`src/sct_pkg.sv`:
```
// shared types and constants of the sequence completion tracker
package sct_pkg;

	localparam int unsigned SeqW = 32;
	localparam int unsigned TagW = 8;
	localparam int unsigned DataW = 64;
	localparam int unsigned MaxRun = 16;

	typedef enum logic [2:0] {
		REQ_ADD_COMPL = 3'd0,
		REQ_ADD_RES   = 3'd1,
		REQ_ADVANCE   = 3'd2,
		REQ_RESULT    = 3'd3,
		REQ_CLOSE     = 3'd4
	} req_t;

	typedef enum logic [1:0] {
		EV_COMPL    = 2'd0,
		EV_RES_DATA = 2'd1,
		EV_RES_NONE = 2'd2,
		EV_REJECT   = 2'd3
	} event_t;

	// one table entry: number, tag, result-listener bit
	typedef struct packed {
		logic [SeqW-1:0] seq;
		logic [TagW-1:0] tag;
		logic            is_res;
	} entry_t;

	localparam int unsigned EntryW = $bits(entry_t);

	// serial less-than on wrapping numbers
	function automatic logic serial_lt(input logic [SeqW-1:0] a, input logic [SeqW-1:0] b);
		logic [SeqW-1:0] d;
		begin
			d = a - b;
			serial_lt = d[SeqW-1];
		end
	endfunction

endpackage

```
`src/sct_ram.sv`:
```
// generic single-port write, single-port read ram with registered read
module sct_ram #(
	parameter int unsigned WIDTH = 8,
	parameter int unsigned DEPTH = 16
) (
	input  logic                     clk,
	input  logic                     we,
	input  logic [$clog2(DEPTH)-1:0] waddr,
	input  logic [WIDTH-1:0]         wdata,
	input  logic [$clog2(DEPTH)-1:0] raddr,
	output logic [WIDTH-1:0]         rdata
);

	logic [WIDTH-1:0] mem [DEPTH];

	// write port and registered read port
	always_ff @(posedge clk) begin
		if (we) begin
			mem[waddr] <= wdata;
		end
		rdata <= mem[raddr];
	end

endmodule

```
`src/sequence_completion_tracker_top.sv`:
```
// Sequence completion tracker: the pending listeners sit in a ram in sorted order,
// one entry per address, and each request walks the table through the ram's single
// read port, which sets all timing. A request is accepted in the idle state and
// decoded in the decide state; an add that is answered at once or an unused request
// type ends there. An add that goes in at position P of N pending entries scans P + 1
// entries, then shifts the N - P later entries up one by one and writes the new entry.
// A result that misses ends after its scan; one that matches at P shifts the later
// entries down and, for a result listener, then hands over its beat. An advance or
// close, for each released entry, tests the front, looks at the next entry (not when
// N is 1), sends the beat and shifts down, and then ends the run. Every beat waits in
// an output register while out_ready is low, which stalls the walk; a new request is
// taken once the previous one is done.
module sequence_completion_tracker_top
	import sct_pkg::*;
#(
	parameter int unsigned TABLE_DEPTH = 16
) (
	input  logic         clk,
	input  logic         arst_n,
	input  logic         in_valid,
	output logic         in_ready,
	input  logic [2:0]   req_type,
	input  logic [31:0]  seq_num,
	input  logic [7:0]   listener_tag,
	input  logic [63:0]  result_value,
	output logic         out_valid,
	input  logic         out_ready,
	output logic [7:0]   released_tag,
	output logic [1:0]   event_kind,
	output logic [63:0]  result_data,
	output logic         last_of_run
);

	localparam int unsigned AW = $clog2(TABLE_DEPTH);
	localparam int unsigned CW = $clog2(TABLE_DEPTH + 1);
	localparam logic [CW-1:0] DepthC = CW'(TABLE_DEPTH);
	localparam int unsigned RunW = $clog2(MaxRun + 1);

	typedef enum logic [7:0] {
		ST_IDLE   = 8'b00000001,
		ST_DECIDE = 8'b00000010,
		ST_SEEK   = 8'b00000100,
		ST_INS    = 8'b00001000,
		ST_REM    = 8'b00010000,
		ST_REL    = 8'b00100000,
		ST_EMIT   = 8'b01000000,
		ST_WAIT   = 8'b10000000
	} state_t;

	state_t state_q;
	logic [2:0]       req_q;
	logic [SeqW-1:0]  seq_q;
	logic [TagW-1:0]  tag_q;
	logic [DataW-1:0] val_q;
	logic [CW-1:0]    count_q;
	logic [SeqW-1:0]  mark_q;
	logic             closed_q;
	logic [CW-1:0]    idx_q;     // scan / shift position
	logic [CW-1:0]    pos_q;     // found position
	logic             rd_pend_q; // ram read data holds a valid entry
	logic [RunW-1:0]  run_q;     // releases in this run
	logic             more_q;    // after the shift, emit the result beat

	// staged beat, waiting for the output register
	logic [TagW-1:0]  stag_q;
	logic [1:0]       skind_q;
	logic [DataW-1:0] sdata_q;
	logic             slast_q;

	// output register
	logic             ov_q;
	logic [TagW-1:0]  otag_q;
	logic [1:0]       okind_q;
	logic [DataW-1:0] odata_q;
	logic             olast_q;

	// ram port signals
	logic              we;
	logic [AW-1:0]     waddr;
	entry_t            wdata;
	logic [AW-1:0]     raddr;
	entry_t            rdata;
	logic [EntryW-1:0] rdata_raw;

	sct_ram #(.WIDTH(EntryW), .DEPTH(TABLE_DEPTH)) u_ram (
		.clk  (clk),
		.we   (we),
		.waddr(waddr),
		.wdata(wdata),
		.raddr(raddr),
		.rdata(rdata_raw)
	);
	assign rdata = entry_t'(rdata_raw);

	assign in_ready     = (state_q == ST_IDLE);
	assign out_valid    = ov_q;
	assign released_tag = otag_q;
	assign event_kind   = okind_q;
	assign result_data  = odata_q;
	assign last_of_run  = olast_q;

	logic out_free;
	assign out_free = !ov_q || out_ready;

	logic is_add;
	assign is_add = (req_q == REQ_ADD_COMPL) || (req_q == REQ_ADD_RES);

	// add answered at once: below the mark, after close, or table full
	logic imm_add;
	assign imm_add = serial_lt(seq_q, mark_q) || closed_q || (count_q == DepthC);

	// a beat enters the output register
	logic out_load;
	assign out_load = out_free
	                  && ((state_q == ST_DECIDE && is_add && imm_add) || state_q == ST_EMIT);

	// ram access decode: reads, shifting writes and the new-entry write per state
	always_comb begin
		we    = 1'b0;
		waddr = '0;
		wdata = '0;
		raddr = idx_q[AW-1:0];
		unique case (state_q)
			ST_INS: begin
				// shift from top down: read idx-1, write idx
				raddr = AW'(idx_q - 1'b1);
				if (rd_pend_q) begin
					we    = 1'b1;
					waddr = AW'(idx_q);
					wdata = rdata;
				end else if (idx_q == pos_q) begin
					we    = 1'b1;
					waddr = AW'(pos_q);
					wdata = '{seq: seq_q, tag: tag_q, is_res: (req_q == REQ_ADD_RES)};
				end
			end
			ST_REM: begin
				// shift down: read idx+1, write idx; front entry read once done
				raddr = ((idx_q + 1'b1) < count_q) ? AW'(idx_q + 1'b1) : '0;
				if (rd_pend_q) begin
					we    = 1'b1;
					waddr = AW'(idx_q);
					wdata = rdata;
				end
			end
			ST_SEEK: begin
				// look one entry ahead of the one being examined
				raddr = AW'(idx_q + 1'b1);
			end
			ST_WAIT: begin
				// entry behind the front
				raddr = AW'(1);
			end
			ST_IDLE, ST_DECIDE, ST_REL, ST_EMIT: begin
				raddr = AW'(idx_q);
			end
			default: begin
				raddr = '0;
			end
		endcase
	end

	// control sequencer
	always_ff @(posedge clk or negedge arst_n) begin
		if (!arst_n) begin
			state_q   <= ST_IDLE;
			count_q   <= '0;
			mark_q    <= '0;
			closed_q  <= 1'b0;
			idx_q     <= '0;
			pos_q     <= '0;
			rd_pend_q <= 1'b0;
			run_q     <= '0;
			more_q    <= 1'b0;
			ov_q      <= 1'b0;
			olast_q   <= 1'b0;
		end else begin
			if (out_load) begin
				ov_q <= 1'b1;
			end else if (out_ready) begin
				ov_q <= 1'b0;
			end
			unique case (state_q)
				ST_IDLE: begin
					if (in_valid) begin
						req_q   <= req_type;
						seq_q   <= seq_num;
						tag_q   <= listener_tag;
						val_q   <= result_value;
						idx_q   <= '0;
						run_q   <= '0;
						state_q <= ST_DECIDE;
					end
				end
				ST_DECIDE: begin
					rd_pend_q <= 1'b0;
					if (is_add) begin
						if (imm_add) begin
							if (out_free) begin
								otag_q  <= tag_q;
								odata_q <= '0;
								olast_q <= 1'b1;
								if (count_q == DepthC && !serial_lt(seq_q, mark_q) && !closed_q) begin
									okind_q <= EV_REJECT;
								end else begin
									okind_q <= (req_q == REQ_ADD_RES) ? EV_RES_NONE : EV_COMPL;
								end
								state_q <= ST_IDLE;
							end
						end else begin
							idx_q     <= '0;
							rd_pend_q <= (count_q != '0);
							state_q   <= ST_SEEK;
						end
					end else if (req_q == REQ_RESULT) begin
						idx_q     <= '0;
						rd_pend_q <= (count_q != '0);
						state_q   <= ST_SEEK;
					end else if (req_q == REQ_ADVANCE || req_q == REQ_CLOSE) begin
						if (req_q == REQ_ADVANCE) begin
							mark_q <= seq_q;
						end else begin
							closed_q <= 1'b1;
						end
						idx_q     <= '0;
						rd_pend_q <= (count_q != '0);
						state_q   <= ST_REL;
					end else begin
						state_q <= ST_IDLE;
					end
				end
				ST_SEEK: begin
					// rdata holds entry idx when rd_pend_q
					if (!rd_pend_q || !serial_lt(rdata.seq, seq_q)) begin
						pos_q <= idx_q;
						if (is_add) begin
							idx_q     <= count_q;
							rd_pend_q <= 1'b0;
							state_q   <= ST_INS;
						end else if (rd_pend_q && rdata.seq == seq_q) begin
							if (rdata.is_res) begin
								stag_q  <= rdata.tag;
								skind_q <= EV_RES_DATA;
								sdata_q <= val_q;
								slast_q <= 1'b1;
								more_q  <= 1'b1;
							end else begin
								more_q <= 1'b0;
							end
							rd_pend_q <= 1'b0;
							state_q   <= ST_REM;
						end else begin
							rd_pend_q <= 1'b0;
							state_q   <= ST_IDLE;
						end
					end else begin
						idx_q     <= idx_q + 1'b1;
						rd_pend_q <= ((idx_q + 1'b1) < count_q);
					end
				end
				ST_INS: begin
					if (rd_pend_q) begin
						// entry idx-1 moved to idx
						rd_pend_q <= 1'b0;
						idx_q     <= idx_q - 1'b1;
					end else if (idx_q == pos_q) begin
						count_q <= count_q + 1'b1;
						state_q <= ST_IDLE;
					end else begin
						rd_pend_q <= 1'b1;
					end
				end
				ST_REM: begin
					if (rd_pend_q) begin
						rd_pend_q <= 1'b0;
						idx_q     <= idx_q + 1'b1;
					end else if ((idx_q + 1'b1) < count_q) begin
						rd_pend_q <= 1'b1;
					end else begin
						count_q <= count_q - 1'b1;
						idx_q   <= '0;
						if (req_q == REQ_RESULT) begin
							state_q <= more_q ? ST_EMIT : ST_IDLE;
							more_q  <= 1'b0;
						end else begin
							// continue releasing from the front
							rd_pend_q <= ((count_q - 1'b1) != '0);
							state_q   <= ST_REL;
						end
					end
				end
				ST_REL: begin
					// rdata is the front entry when rd_pend_q
					if (rd_pend_q && run_q != RunW'(MaxRun)
					    && (req_q == REQ_CLOSE || !serial_lt(mark_q, rdata.seq))) begin
						stag_q    <= rdata.tag;
						skind_q   <= rdata.is_res ? EV_RES_NONE : EV_COMPL;
						sdata_q   <= '0;
						run_q     <= run_q + 1'b1;
						rd_pend_q <= 1'b0;
						state_q   <= ST_WAIT;
					end else begin
						rd_pend_q <= 1'b0;
						if (run_q != '0) begin
							// close the run: last beat flagged on final emit
							state_q <= ST_IDLE;
						end else begin
							state_q <= ST_IDLE;
						end
					end
				end
				ST_WAIT: begin
					// look at next entry to see whether this release is the last one
					if (count_q > CW'(1)) begin
						if (!rd_pend_q) begin
							idx_q     <= CW'(1);
							rd_pend_q <= 1'b1;
						end else begin
							slast_q <= (run_q == RunW'(MaxRun))
							        || !(req_q == REQ_CLOSE || !serial_lt(mark_q, rdata.seq));
							rd_pend_q <= 1'b0;
							idx_q     <= '0;
							state_q   <= ST_EMIT;
						end
					end else begin
						slast_q <= 1'b1;
						state_q <= ST_EMIT;
					end
				end
				ST_EMIT: begin
					if (out_free) begin
						otag_q  <= stag_q;
						okind_q <= skind_q;
						odata_q <= sdata_q;
						olast_q <= slast_q;
						if (req_q == REQ_RESULT) begin
							state_q <= ST_IDLE;
						end else begin
							// drop the released front entry
							idx_q     <= '0;
							rd_pend_q <= 1'b0;
							state_q   <= ST_REM;
						end
					end
				end
				default: begin
					state_q <= ST_IDLE;
				end
			endcase
		end
	end

	// the table never holds more than its depth
	a_count_bound: assert property (@(posedge clk) disable iff (!arst_n)
		count_q <= DepthC) else $error("pending count above table depth");

	// a new request is only taken while no release is in flight
	a_ready_idle: assert property (@(posedge clk) disable iff (!arst_n)
		in_ready |-> (state_q == ST_IDLE)) else $error("ready outside idle");

	// a beat shown and not taken stays valid and holds its tag and kind
	a_out_hold: assert property (@(posedge clk) disable iff (!arst_n)
		(out_valid && !out_ready) |=> (out_valid && $stable(released_tag) && $stable(event_kind)))
		else $error("output beat changed while stalled");

	// the mark only moves on an advance
	a_mark: assert property (@(posedge clk) disable iff (!arst_n)
		!$stable(mark_q) |-> $past(state_q == ST_DECIDE && req_q == REQ_ADVANCE))
		else $error("mark changed outside advance");

endmodule

```
`config.mk`:
```
export PLATFORM = sky130hd
export DESIGN_NAME = sequence_completion_tracker_top
export DESIGN_NICKNAME = d
export VERILOG_FILES = /design/src/sct_pkg.sv /design/src/sct_ram.sv /design/src/sequence_completion_tracker_top.sv
export SDC_FILE = /design/constraint.sdc
export NUM_CORES = 1
export LEC_CHECK = 0
export ABC_AREA = 0
export BUFFER_PORTS_ARGS = -buffer_cell sky130_fd_sc_hd__buf_2
export CAP_MARGIN = 15
export CORE_MARGIN = 3
export CORE_UTILIZATION = 50
export CTS_CLUSTER_DIAMETER = 80
export DETAILED_ROUTE_END_ITERATION = 10
export MAX_ROUTING_LAYER = met4
export PLACE_DENSITY_LB_ADDON = 0.2
export SKIP_CTS_REPAIR_TIMING = 1
export SYNTH_ARGS = -nofsm -noshare
export SYNTH_HDL_FRONTEND = slang
export SYNTH_SLANG_ARGS = --single-unit
export TNS_END_PERCENT = 30
```
`constraint.sdc`:
```
create_clock -name clk -period 8.85 [get_ports clk]
set_clock_uncertainty 0.2 [all_clocks]
set_input_delay 0.885 -clock clk [delete_from_list [all_inputs] [get_ports clk]]
set_output_delay 0.885 -clock clk [all_outputs]
set_load 0.01 [all_outputs]
```
==> After elaboration in Yosys (flattened, before gate mapping) <==
Memory sizes are Yosys's and may differ from the RTL's. A register that Yosys moved wholly into a read port is not among the register bits.
Cells that the tools add are included.
W data, S select, Z words.
{ "op_classes": {"addsub": 8, "order_cmp": 2, "eq_ne": 41, "muxes": 132, "bitwise_logic": 3, "n_reduce_logical": 51} }
{ "op_table": {"columns": ["cell", "n"], "rows": [
  ["$mux W64", 9],
  ["$pmux W64 S2", 2],
  ["$mux W8", 22],
  ["$mux W41", 3],
  ["$mux W5", 21],
  ["$sub A32 B32 Y32", 3],
  ["$pmux W41 S2", 1],
  ["$pmux W8 S8", 1],
  ["$mux W1", 39],
  ["$pmux W5 S7", 1],
  ["$ne A2 B2 Y1 const B", 17],
  ["$eq A32 B32 Y1", 1],
  ["$pmux W8 S2", 2],
  ["$mux W2", 12],
  ["$reduce_and A7 Y1", 3],
  ["$pmux W4 S5", 1],
  ["$pmux W5 S2", 2],
  ["$reduce_and A5 Y1", 4],
  ["$mux W4", 4],
  ["$add A5 B1 Y5 const B", 3],
  ["$mux W7", 2],
  ["$reduce_bool A2 Y1", 7],
  ["$reduce_bool A7 Y1", 2],
  ["$mux W6", 2],
  ["other kinds (38)", 73]
]} }
{ "totals": {"ff_bits": 321, "ramBits": 656, "input_bits": 111, "out_inout_bits": 77, "word_cells": 260, "n_memories": 1} }
{ "mem_list": {"columns": ["name", "depth", "word_bits", "rd", "rd_ports_with_merged_regs", "wr", "line", "rtl"], "rows": [
  ["u_ram.mem", 16, 41, 1, 1, 1, "sct_ram.sv:14", "logic [WIDTH-1:0] mem [DEPTH];"]
]} }

==> Depth between registers and ports, before layout <==
{ "logic_depth": {"ltp_word": 9, "depth_mapped": 15, "mapped_depth_nobuf": 12} }

==> Hierarchy <==
From an unflattened synthesis, not the netlist that was laid out.
{ "unflattened": {"cells_unflattened": 2304, "hier_area_um2": 40592.7} }
{ "modules_own_cells": {"columns": ["module", "instances", "cells_per_inst", "area_per_inst_um2", "seq_area_each_um2"], "rows": [
  ["sct_ram", 1, 1066, 25369.3, 20519.7],
  ["sequence_completion_tracker_top", 1, 1238, 15223.4, 9315.2]
]} }

==> Worst setup path before layout <==
OpenSTA, ideal clock, no wires.
{ "synth_timing": {"path_kind": "reg2reg", "from": "reg seq_q[29]", "to": "reg okind_q[0] (netlist: event_kind[0]) (enable)", "setup_time_ns": 0.597, "arrival_time_ns": 7.123, "required_time_ns": 8.053, "path_slack_ns": 0.930, "path_stages_with_launch": 10, "path_buffers": 0, "synth_period_minus_slack_ns": 7.920, "cell_sequence": "edfxtp_1 > ha_1 > a21oi_1 > nand2_1 > a221o_1 > a211o_1 > a22o_1 > o21bai_1 > a21oi_1 > nor3_1"} }
{ "synth_via": {"elab_chain_cells": 5} }
{ "synth_rtl": {"columns": ["element", "line", "rtl"], "rows": [
  ["from (decl)", "sequence_completion_tracker_top.sv:52", "logic [SeqW-1:0] seq_q;"],
  ["from (signal assigned)", "sequence_completion_tracker_top.sv:187", "seq_q <= seq_num;"],
  ["$sub A32 B32 Y32", "sct_pkg.sv:37", "d = a - b;"],
  ["$logic_or A1 B1 Y1 (2 in series)", "sequence_completion_tracker_top.sv:110", "assign imm_add = serial_lt(seq_q, mark_q) || closed_q || (count_q == DepthC);"],
  ["$ne A2 B2 Y1 (no source line)", null, null],
  ["$reduce_and A6 Y1 (no source line)", null, null],
  ["to (signal assigned)", "sequence_completion_tracker_top.sv:206", "okind_q <= (req_q == REQ_ADD_RES) ? EV_RES_NONE : EV_COMPL;"],
  ["to (signal assigned)", "sequence_completion_tracker_top.sv:333", "okind_q <= skind_q;"],
  ["to (decl)", "sequence_completion_tracker_top.sv:73", "logic [1:0] okind_q;"]
]} }
No other way between the ends.
A chain may end at the register's enable or synchronous reset.

==> Final worst setup path <==
{ "layout_timing": {"from": "reg idx_q[0]", "to": "reg u_ram.rdata[15] (read register of u_ram.mem)"} }
{ "layout_via": {"elab_chain_cells": 4, "word_cells_on_any_way": 5, "cone_classes": "add/sub (2); order compare (1); mux (2)"} }
{ "layout_rtl": {"columns": ["element", "line", "rtl"], "rows": [
  ["from (decl)", "sequence_completion_tracker_top.sv:58", "logic [CW-1:0] idx_q;"],
  ["from (signal assigned)", "sequence_completion_tracker_top.sv:237", "idx_q <= count_q;"],
  ["from (signal assigned)", "sequence_completion_tracker_top.sv:257", "idx_q <= idx_q + 1'b1;"],
  ["from (signal assigned)", "sequence_completion_tracker_top.sv:265", "idx_q <= idx_q - 1'b1;"],
  ["$add A5 B1 Y5", "sequence_completion_tracker_top.sv:139", "raddr = ((idx_q + 1'b1) < count_q) ? AW'(idx_q + 1'b1) : '0;"],
  ["$lt A5 B5 Y1", "sequence_completion_tracker_top.sv:139", null],
  ["$mux W4", "sequence_completion_tracker_top.sv:139", null],
  ["$pmux W4 S5 (*)", "sequence_completion_tracker_top.sv:123", "unique case (state_q)"],
  ["to (decl)", "sct_ram.sv:11", "output logic [WIDTH-1:0] rdata"]
]} }
Mark *: on every way between the ends. The rest lies on a longest branch, timed or not.

==> results_dict.tcl <==
set metrics [dict create \
    outcome "finished, final reports clean" \
    synth_fa_ha_area_share_pct 3.12 \
    synthArstFlopShare_pct 6.39 \
    crit_path_start_kind "register" \
    dominantRegCellSynth "edfxtp_1" \
    setup_viol 0 \
    gp_congestion 0.896 \
    synth_xor_area_share_pct 0.493 \
    drive_gt1_share_pct 15.4 \
    clkTransAtPathRegs_ps 60 \
    synth_top_cells_by_count "912 x edfxtp_1, 332 x mux2i_1, 157 x o22ai_1, 136 x and2_1" \
    multiInputGateArea_sq_um 10300 \
    min_period_ps 4930 \
    min_period_over_period_pct 55.7 \
    drv_slew 0 \
    yosysUniqueCellTypes 73 \
    grt_antenna_before_repair 1 \
    cts_buffers 106 \
    grt_pass1_vias 22822 \
    critPathMaxFanout 60 \
    core_area_sq_um 80800 \
    rrSetupSlack_ps 3920 \
    dp_hpwl_mm 52.4 \
    synth_top_family_by_area "multiplexers" \
    syn_area_sq_um 40900 \
    htree_levels 3 \
    place_ws_ps 3990 \
    synth_seq_area_share_pct 73.0 \
    tightest_slew_ps 1160 \
    cts_tree "built" \
    synth.most_common_cell "edfxtp_1" \
    yosys_warnings 0 \
    area_delta_synth_final_pct 14.5 \
    grt_overflow 0 \
    setup_slack_ps 3920 \
    grt_start_max_net_pins 131 \
    arrival_ps 5260 \
    remaining_drc_errors 0 \
    grt_pass1_wl_mm 147 \
    fill_cells 6148 \
    ys_ff_latch 1018 \
    yosys.area.top_type "edfxtp_1" \
    die_width_um 292 \
    ant_nets 0 \
    hold_viol_final 0 \
    cp_data_required_time_ps 9180 \
    max_freq_mhz 203 \
    core.rowCount 104 \
    grt_setup_unrepaired "false" \
    leakagePower_nw 20.2 \
    syn_inst 2577 \
    synthSimpleGateAreaFrac_pct 6.25 \
    drt_iter0_markers 2207 \
    ir_worst_vdd_mv 0.220 \
    syn_avg_cell_area_sq_um 15.9 \
    clock-sinks 1018 \
    wire_per_inst_um 25.0 \
    synth_mux_area_share_pct 8.41 \
    critPathCaptureType "register" \
    clockRootBuffer "clkbuf_16" \
    vias_per_cell 5.84 \
    synth_top_area_share_pct 67.0 \
    num_io_pins 188 \
    powerDensity_nw_per_um2 253 \
    clkLatencyLatePin_ps 680 \
    hold_path.class "in -> reg" \
    finalSetupTns_ps 0 \
    ys_top_cells_by_area "edfxtp_1 67%, mux2i_1 8.1%, dfrtp_1 3.9%, ha_1 3.1%, o22ai_1 2.4%" \
    die_y_um 292 \
    fin_nets 3014 \
    vias 23100 \
    drtPass1Iterations 5 \
    die-area_sq_um 85200 \
    grt.total_usage_pct 23.7 \
    crit_type "reg -> reg" \
    max-slew-margin-rel_pct 22.2 \
    seqCellArea_sq_um 29800 \
    start_util_pct 50.6 \
    cap_violations 0 \
    syn-num-nets 2790 \
    clockBufferDepth 3 \
    portBuffers 187 \
    wirelength_mm 98.8 \
    synth-edff-count 912 \
    synth_compound_area_share_pct 6.42 \
]
-- layout make-up --
cell class,count,share of cell area [%]
sequential,1018,63.8
multi-input combinational,1329,22.0
clock buffer,134,6.04
timing repair buffer,233,2.87
tap,1060,2.84
clock inverter,64,1.50
inverter,113,0.907
antenna,7,0.0374
-- power breakdown --
part	internal, W	switching (W)	total (W)
sequential	0.00541	0.000166	0.00558
clock	0.00253	0.00187	0.00440
combinational	0.000716	0.00113	0.00185
-- state kept, by name (all words and copies together) (netlist names), 5 cells and up --
| signal | count |
|---|---|
| sdata_q | 64 |
| result_data | 64 |
| run_q | 5 |
| u_ram.mem | 656 |
| u_ram.rdata | 41 |
| tag_q | 8 |
| state_q | 8 |
| idx_q | 5 |
| val_q | 64 |
| stag_q | 8 |
| count_q | 5 |
| pos_q | 5 |
| mark_q | 32 |
| seq_q | 32 |
| released_tag | 8 |
-- kinds of logic (layout without fill, tap and decap cells) --
logic type | Yosys count | after routing
flops | 1018 | 1018
simple gates | 461 | 461
compound gates | 401 | 401
mux | 342 | 342
buf+inv | 230 | 544
fa+ha+maj | 102 | 102
xor+xnor | 23 | 23
other cells | 0 | 7
-- cells in the final DEF, fill, tap and decap left out, types with 59 or more instances in the layout --
| master | Yosys | layout |
|---|---|---|
| nand2_1 | 113 | 109 |
| inv_1 | 113 | 113 |
| buf_2 | 54 | 186 |
| edfxtp_1 | 912 | 912 |
| mux2i_1 | 332 | 332 |
| and2_1 | 136 | 136 |
| o21ai_0 | 59 | 59 |
| o22ai_1 | 157 | 157 |
| clkbuf_16 | 0 | 106 |
| dfrtp_1 | 64 | 64 |
| a21oi_1 | 59 | 59 |
| ha_1 | 102 | 102 |
-- per-stage QoR --
step           std cells  instance area, sq um  power, W  util [%]  hold WS (ps)
2_1_floorplan       2577                 40900   0.00696         -           209
3_3_place_gp        3742                 43100   0.00745      53.4           215
3_5_place_dp        3742                 43100   0.00749      53.4           217
4_1_cts             3940                 46600    0.0119      57.7         -74.6
5_1_grt             3951                 46800    0.0123      57.9           137
6_report            3958                 46800    0.0118      57.9           165
-- worst max-delay path: stages, from the launching register on --
cell and delay (ps):
dfrtp_1 640, inv_1 90, ha_1 360, ha_1 290, a21boi_0 150, o21ai_0 90, a21oi_1 300, nor3_1 160
o21ai_4 190, buf_4 440, buf_4 860, mux2i_1 340, o22a_1 180, o221ai_1 100, or3_1 350
-- layer usage --
layer | GRT usage, % | part of all wire (%) | vias to the layer above
met5 | - | 0 | -
met4 | 6.18 | 2.3 | 0
met3 | 3.47 | 6.4 | 157
met2 | 37.7 | 48 | 825
met1 | 32.5 | 43 | 11697
li1 | - | - | 10421
-- worst paths after layout --
path                                  startpoint         endpoint  depth (start not counted)
max in group asynchronous                 arst_n        mark_q[6]                          3
worst max-delay path                    idx_q[0]  u_ram.rdata[15]                         14
worst min-delay path            result_value[52]        val_q[52]                          1
worst min register to register    u_ram.rdata[1]        stag_q[0]                          0
worst max register to register          idx_q[0]  u_ram.rdata[15]                         14
min in group asynchronous                 arst_n       count_q[3]                          2
Power figures use the tool's default switching activity.
